`config.mk`:
```
export PLATFORM = sky130hd
export DESIGN_NAME = window_mad_stability_detector
export DESIGN_NICKNAME = d
export VERILOG_FILES = /design/src/rtl/wms_pkg.sv /design/src/rtl/window_mad_stability_detector.sv
export SDC_FILE = /design/constraint.sdc
export NUM_CORES = 1
export LEC_CHECK = 0
export BUFFER_PORTS_ARGS = -buffer_cell sky130_fd_sc_hd__buf_2
export CAP_MARGIN = 40
export CORE_MARGIN = 2
export CORE_UTILIZATION = 55
export CTS_CLUSTER_DIAMETER = 200
export DETAILED_ROUTE_END_ITERATION = 12
export GPL_ROUTABILITY_DRIVEN = 0
export PLACE_DENSITY = 0.75
export SYNTH_ARGS = -nofsm -noshare
export SYNTH_HDL_FRONTEND = slang
export SYNTH_SLANG_ARGS = --single-unit
```
`constraint.sdc`:
```
create_clock -name clk -period 9.8 [get_ports clk]
set_input_delay 2.94 -clock clk [delete_from_list [all_inputs] [get_ports clk]]
set_output_delay 2.94 -clock clk [all_outputs]
set_load 0.005 [all_outputs]
```
`src/rtl/wms_pkg.sv`:
```
// Package for the window MAD stability detector.
// Holds widths, reset values, request codes and the sequencer state type.
// No dependencies.
package wms_pkg;

  localparam int WINDOW_LEN_DEF = 8;
  localparam int SAMPLE_W       = 24;
  localparam int TOL_W          = 24;

  localparam logic [TOL_W-1:0] TOL_RESET = TOL_W'(256);

  localparam logic REQ_PUSH  = 1'b0;
  localparam logic REQ_CLEAR = 1'b1;

  typedef enum logic [2:0] {
    ST_IDLE,
    ST_RANK,
    ST_RDRAIN,
    ST_MED,
    ST_DEV,
    ST_DDRAIN,
    ST_FINISH
  } state_t;

endpackage

```
`src/rtl/window_mad_stability_detector.sv`:
```
// A push that leaves the window full runs the sequencer through ranking, median, deviations,
// a second ranking and median before out_valid; any other item goes straight to finish.
// The input stalls until the previous item's result is loaded into the output register;
// the single comparator ranks every entry pair, for samples and for deviations.
// Reset (rst_n low, synchronous): pointer, fill count and sequencer cleared,
// tolerance back to 256; stored samples are kept and not cleared.
module window_mad_stability_detector #(
  parameter int WINDOW_LEN = wms_pkg::WINDOW_LEN_DEF
) (
  input  logic                                clk,
  input  logic                                rst_n,
  input  logic                                cfg_wr_en,
  input  logic [wms_pkg::TOL_W-1:0]           cfg_wr_data,
  input  logic                                in_valid,
  output logic                                in_stall,
  input  logic                                in_req_type,
  input  logic signed [wms_pkg::SAMPLE_W-1:0] in_sample,
  output logic                                out_valid,
  input  logic                                out_stall,
  output logic                                out_window_full,
  output logic                                out_stable
);
  import wms_pkg::*;

  localparam int IW        = $clog2(WINDOW_LEN);
  localparam int FW        = $clog2(WINDOW_LEN + 1);
  localparam int DW        = SAMPLE_W + 3;
  localparam int MW        = DW + 1;
  localparam int MEM_DEPTH = 2 ** (IW + 1);

  localparam logic [IW-1:0] LAST   = IW'(WINDOW_LEN - 1);
  localparam logic [IW-1:0] MID_LO = IW'((WINDOW_LEN - 1) / 2);
  localparam logic [IW-1:0] MID_HI = IW'(WINDOW_LEN / 2);
  localparam logic [FW-1:0] FULL   = FW'(WINDOW_LEN);

  // bank 0: samples, bank 1: absolute deviations
  logic signed [DW-1:0] work_mem [MEM_DEPTH];

  state_t               state_r, state_nxt;
  logic [IW-1:0]        i_r, i_nxt, j_r, j_nxt;
  logic                 bank_r, bank_nxt;
  logic [IW-1:0]        ptr_r, ptr_nxt;
  logic [FW-1:0]        fill_r, fill_nxt;
  logic [TOL_W-1:0]     tol_r;

  logic                 pv_r, plast_r;
  logic [IW-1:0]        pi_r, pj_r;
  logic signed [DW-1:0] rd_a_r, rd_b_r;
  logic [IW-1:0]        cnt_r;
  logic signed [DW-1:0] lo_r, hi_r;
  logic signed [MW-1:0] med2_r;
  logic                 full_res_r, stable_res_r;
  logic                 out_valid_r, out_full_r, out_stable_r;

  logic                 in_acc, ld_out, iss_v, iss_last;
  logic                 less;
  logic [IW-1:0]        cnt_nxt;
  logic signed [MW-1:0] mid_sum, two_x, diff;
  logic signed [DW-1:0] dev_val;
  logic [IW:0]          addr_a, addr_b, wr_addr;
  logic                 wr_en;
  logic signed [DW-1:0] wr_data;
  logic                 rank_phase, dev_phase;

  assign in_stall = (state_r != ST_IDLE);
  assign in_acc   = in_valid && !in_stall;
  assign ld_out   = (state_r == ST_FINISH) && (!out_valid_r || !out_stall);

  always_comb begin
    state_nxt = state_r;
    i_nxt     = i_r;
    j_nxt     = j_r;
    bank_nxt  = bank_r;
    ptr_nxt   = ptr_r;
    fill_nxt  = fill_r;
    iss_v     = 1'b0;
    iss_last  = 1'b0;
    unique case (state_r)
      ST_IDLE: begin
        if (in_acc) begin
          if (in_req_type == REQ_CLEAR) begin
            ptr_nxt  = '0;
            fill_nxt = '0;
          end else begin
            ptr_nxt  = (ptr_r == LAST) ? '0 : ptr_r + 1'b1;
            fill_nxt = (fill_r == FULL) ? fill_r : fill_r + 1'b1;
          end
          i_nxt     = '0;
          j_nxt     = '0;
          bank_nxt  = 1'b0;
          state_nxt = (fill_nxt == FULL) ? ST_RANK : ST_FINISH;
        end
      end
      ST_RANK: begin
        iss_v    = 1'b1;
        iss_last = (j_r == LAST);
        if (j_r == LAST) begin
          j_nxt = '0;
          if (i_r == LAST) begin
            i_nxt     = '0;
            state_nxt = ST_RDRAIN;
          end else begin
            i_nxt = i_r + 1'b1;
          end
        end else begin
          j_nxt = j_r + 1'b1;
        end
      end
      ST_RDRAIN: state_nxt = ST_MED;
      ST_MED: begin
        i_nxt     = '0;
        j_nxt     = '0;
        state_nxt = bank_r ? ST_FINISH : ST_DEV;
      end
      ST_DEV: begin
        iss_v = 1'b1;
        if (i_r == LAST) begin
          i_nxt     = '0;
          state_nxt = ST_DDRAIN;
        end else begin
          i_nxt = i_r + 1'b1;
        end
      end
      ST_DDRAIN: begin
        bank_nxt  = 1'b1;
        state_nxt = ST_RANK;
      end
      ST_FINISH: begin
        if (ld_out) state_nxt = ST_IDLE;
      end
      default: state_nxt = ST_IDLE;
    endcase
  end

  always_ff @(posedge clk) begin
    if (!rst_n) begin
      state_r <= ST_IDLE;
      i_r     <= '0;
      j_r     <= '0;
      bank_r  <= 1'b0;
      ptr_r   <= '0;
      fill_r  <= '0;
      pv_r    <= 1'b0;
    end else begin
      state_r <= state_nxt;
      i_r     <= i_nxt;
      j_r     <= j_nxt;
      bank_r  <= bank_nxt;
      ptr_r   <= ptr_nxt;
      fill_r  <= fill_nxt;
      pv_r    <= iss_v;
    end
  end

  always_ff @(posedge clk) begin
    if (!rst_n) begin
      tol_r <= TOL_RESET;
    end else if (cfg_wr_en) begin
      tol_r <= cfg_wr_data;
    end
  end

  // Work memory: one write port, two registered read ports
  assign addr_a     = {bank_r, i_r};
  assign addr_b     = {bank_r, j_r};
  assign rank_phase = pv_r && (state_r == ST_RANK || state_r == ST_RDRAIN);
  assign dev_phase  = pv_r && (state_r == ST_DEV || state_r == ST_DDRAIN);

  assign two_x   = {rd_a_r, 1'b0};
  assign diff    = two_x - med2_r;
  assign dev_val = diff[MW-1] ? DW'(-diff) : DW'(diff);

  always_comb begin
    wr_en   = 1'b0;
    wr_addr = {1'b0, ptr_r};
    wr_data = {{(DW-SAMPLE_W){in_sample[SAMPLE_W-1]}}, in_sample};
    if (in_acc && in_req_type == REQ_PUSH) begin
      wr_en = 1'b1;
    end else if (dev_phase) begin
      wr_en   = 1'b1;
      wr_addr = {1'b1, pi_r};
      wr_data = dev_val;
    end
  end

  always_ff @(posedge clk) begin
    if (wr_en) work_mem[wr_addr] <= wr_data;
    rd_a_r <= work_mem[addr_a];
    rd_b_r <= work_mem[addr_b];
  end

  // Shared rank unit: counts entries that sort before entry i (ties by index)
  assign less    = (rd_b_r < rd_a_r) || ((rd_b_r == rd_a_r) && (pj_r < pi_r));
  assign cnt_nxt = ((pj_r == '0) ? '0 : cnt_r) + IW'(less);
  assign mid_sum = {lo_r[DW-1], lo_r} + {hi_r[DW-1], hi_r};

  always_ff @(posedge clk) begin
    pi_r    <= i_r;
    pj_r    <= j_r;
    plast_r <= iss_last;
    if (rank_phase) begin
      cnt_r <= cnt_nxt;
      if (plast_r && cnt_nxt == MID_LO) lo_r <= rd_a_r;
      if (plast_r && cnt_nxt == MID_HI) hi_r <= rd_a_r;
    end
    if (state_r == ST_MED) begin
      if (!bank_r) begin
        med2_r <= mid_sum;
      end else begin
        stable_res_r <= (mid_sum <= $signed({{(MW-TOL_W-1){1'b0}}, tol_r, 1'b0}));
      end
    end
    if (in_acc) begin
      full_res_r   <= (fill_nxt == FULL);
      stable_res_r <= 1'b0;
    end
  end

  // Output register
  always_ff @(posedge clk) begin
    if (!rst_n) begin
      out_valid_r <= 1'b0;
    end else if (ld_out) begin
      out_valid_r <= 1'b1;
    end else if (!out_stall) begin
      out_valid_r <= 1'b0;
    end
  end

  always_ff @(posedge clk) begin
    if (ld_out) begin
      out_full_r   <= full_res_r;
      out_stable_r <= stable_res_r && full_res_r;
    end
  end

  assign out_valid       = out_valid_r;
  assign out_window_full = out_full_r;
  assign out_stable      = out_stable_r;

  a_rise_from_finish: assert property (@(posedge clk) disable iff (!rst_n)
    $rose(out_valid_r) |-> $past(state_r == ST_FINISH))
    else $error("result appeared without finishing an item");

  a_stable_needs_full: assert property (@(posedge clk) disable iff (!rst_n)
    out_valid_r |-> (!out_stable_r || out_full_r))
    else $error("stable reported on a window that is not full");

  a_fill_bound: assert property (@(posedge clk) disable iff (!rst_n)
    fill_r <= FULL)
    else $error("fill count exceeds window length");

  a_busy_after_transfer: assert property (@(posedge clk) disable iff (!rst_n)
    in_acc |=> (state_r != ST_IDLE))
    else $error("sequencer stayed idle after an input transfer");

  a_no_overwrite: assert property (@(posedge clk) disable iff (!rst_n)
    (out_valid_r && out_stall) |=> (out_valid_r && $stable(out_stable_r)))
    else $error("pending result lost or changed");

endmodule

```
==> flow_summary.json <==
{
  "p_sw_mw": 2.86,
  "synth_ff_type": "edfxtp_1",
  "fin_skew_ps": 22.9,
  "placed_cell_area_mm2": 0.0322,
  "period_share_pct": 48.9,
  "fmax_mhz": 209,
  "slew_headroom_pct": 38.2,
  "r2r_end": "stable_res_r$_SDFFE_PP0P_",
  "die_height_um": 240,
  "reg2reg_from": "lo_r[0]$_DFFE_PP_",
  "synthCells": 1953,
  "ys_warn_count": 0,
  "rsz0062_at_grt": "false",
  "ctsHtreeMaxLevel": 3,
  "ctsResizeCount": 0,
  "p_clk_share_pct": 27.9,
  "cts_buffers": 66,
  "min_from": "full_res_r$_DFFE_PP_",
  "cp-start-kind": "flop",
  "drc": 0,
  "floorplan.initialDensity_pct": 55.6,
  "ant_nets": 0,
  "dieWidth_um": 240,
  "run_status": "complete, no violations",
  "netSwitchingFraction_pct": 32.6,
  "post_cts_buffers": 0,
  "hold_buffers": 0,
  "grt_max_degree": 61,
  "nets": 2221,
  "wirelength_um": 76200,
  "yosys.cell_types.count": 72,
  "crit_start": "lo_r[0]$_DFFE_PP_",
  "cp.required_ps": 10320,
  "drv_slew": 0,
  "final_util_pct": 62.3,
  "fin_area_mm2": 0.0343,
  "finalPower_mw": 8.78,
  "cts.sinks": 625,
  "drt-initial-drc-count": 2451,
  "drt-vias-per-instance": 6.48,
  "crit_fanout": 3,
  "synth_edf_count": 520,
  "core_mm2": 0.0551,
  "grt_pass1_wl_um": 116000,
  "worst_pin_slew_ps": 915,
  "root_buffer": "clkbuf_16",
  "synth.cell_area_mm2": 0.0306,
  "dp_hpwl_um": 49200,
  "path_class": "reg2reg",
  "grt_pass1_vias": 19200,
  "fin_crit_ps": 4790,
  "synth-async-reset-ratio_pct": 0,
  "leakage_nw": 11.7,
  "area_delta_synth_final_pct": 12.1,
  "track_usage_pct": 27.5,
  "hold_viol_final": 0,
  "yosysSeqAreaShare_pct": 57.8,
  "cts.clk_slew.worst_paths_ps": 60,
  "syn_nets": 2126,
  "cts_tree": "done",
  "ios": 58,
  "routed-via-count": 18500,
  "drive_gt1_share_pct": 25.1,
  "layout_common_cells": "edfxtp_1 (520), mux4_2 (270), ha_1 (117), inv_1 (103), dfxtp_1 (98)",
  "overflow": 0,
  "pwr-share-comb_pct": 32.9,
  "rrSetupSlack_ps": 5010,
  "finalSetupViolCount": 0,
  "hold_end": "out_window_full$_DFFE_PP_",
  "row_count": 86,
  "wl_per_cell_um": 26.8,
  "clockBufferDepth": 3,
  "finalSetupTns_ps": 0,
  "p_per_area_mw_per_mm2": 256,
  "p_int_mw": 5.91,
  "ys_ff_latch": 625,
  "max-cap-violations": 0,
  "worst_hold_path_type": "reg2reg",
  "final_common_cell": "edfxtp_1",
  "antenna_found_initial": 1,
  "worst_ir_drop_vdd_uv": 141,
  "critPathCaptureType": "flop",
  "first_pass_iters": 5,
  "clk-insertion-delay-late_ps": 600,
  "dieArea_mm2": 0.0576,
  "worstPathArrival_ps": 5320,
  "seq_power_share_pct": 39.1,
  "reg2reg_depth": 19,
  "avgSynthCellArea_um2": 15.7,
  "port_buffers": 57,
  "holdPathStages": 0
}
[power by group through the flow]
stage | Clock (mW) | Combinational, mW | Sequential, mW
after floorplan | 0 | 2.18 | 3.31
after global placement | 0 | 2.71 | 3.49
after detailed placement | 0 | 2.82 | 3.48
after CTS | 2.49 | 2.86 | 3.43
after global routing | 2.59 | 3.12 | 3.46
final | 2.45 | 2.89 | 3.44
[critical path, cell delays in order, from the launching register on]
cell      delay (ps)
edfxtp_1         380
ha_1             230
fa_1             420
a21o_1           180
a21o_1           200
a21o_1           230
a31o_2           250
a311o_1          380
a21oi_1          300
xnor2_1          240
ha_1             320
a21o_1           160
a21oi_1          130
nor2b_1           60
o21ai_0          180
a21oi_1          110
nor4_1           280
a21oi_1          190
o311a_1          340
a21oi_1          140
[registers in the layout, indices dropped and copies added (netlist names), 3 cells and up]
name	flops
fill_r	4
rd_b_r	27
pj_r	3
i_r	3
hi_r	27
state_r	3
med2_r	28
j_r	3
rd_a_r	27
tol_r	24
cnt_r	3
pi_r	3
work_mem	432
ptr_r	3
lo_r	27
[logic make-up after synthesis]
kind of cell,after synthesis,synth area share (%)
mux,294,20.6
fa+ha+maj,119,4.91
simple gates,353,5.92
buf+inv,198,2.46
xor+xnor,73,2.09
compound gates,291,6.12
flops,625,57.8
[through the flow]
step	hold WS (ps)	instances	worst slack, ps
global placement	470	2717	4400
floorplan	353	1953	3820
CTS	483	2846	5080
detailed placement	470	2728	4510
global route	509	2846	4650
finish	478	2847	5010
[routing by layer]
metal	global-route usage, %	part of all wire, %
met5	0	0
met4	10.8	3.4
met3	3.98	7.4
met2	47.1	51
met1	35.7	38
[area by class of cell]
type                       count  area, um^2
antenna                        1        2.50
clock buffer                  90        1850
clock inverter                28         249
fill                        3879       20700
inverter                     103         387
multi-input combinational   1130       12300
sequential                   625       17700
tap                          748         936
timing repair buffer         122         926
[synth_stat cells (all sizes together) (11+ instances only)]
cell | n | share of area, %
nand3 | 18 | 0.29
dfxtp | 105 | 6.9
inv | 103 | 1.3
a21oi | 84 | 1.4
nor2b | 53 | 1.1
edfxtp | 520 | 51
ha | 117 | 4.8
nand4 | 16 | 0.33
nor3 | 27 | 0.44
clkbuf | 65 | 0.80
nand2 | 84 | 1.0
a21o | 33 | 0.81
o21a | 14 | 0.39
o21ai | 72 | 1.2
nor2 | 72 | 0.88
buf | 30 | 0.40
xnor2 | 36 | 1.0
mux2i | 23 | 0.75
a31oi | 11 | 0.22
xor2 | 37 | 1.1
mux4 | 270 | 20
nand2b | 19 | 0.39
[worst max path at each step]
stage	endpoint	slack [ps]	cells past startpoint
after CTS	stable_res_r$_SDFFE_PP0P_	5080	19
final	stable_res_r$_SDFFE_PP0P_	5010	19
after global routing	work_mem[12][26]$_DFFE_PP_	4650	12
after global placement	work_mem[5][7]$_DFFE_PP_	4400	5
after floorplan	work_mem[0][0]$_DFFE_PP_	3820	4
after detailed placement	work_mem[5][6]$_DFFE_PP_	4510	6
Power figures use the tool's default switching activity.
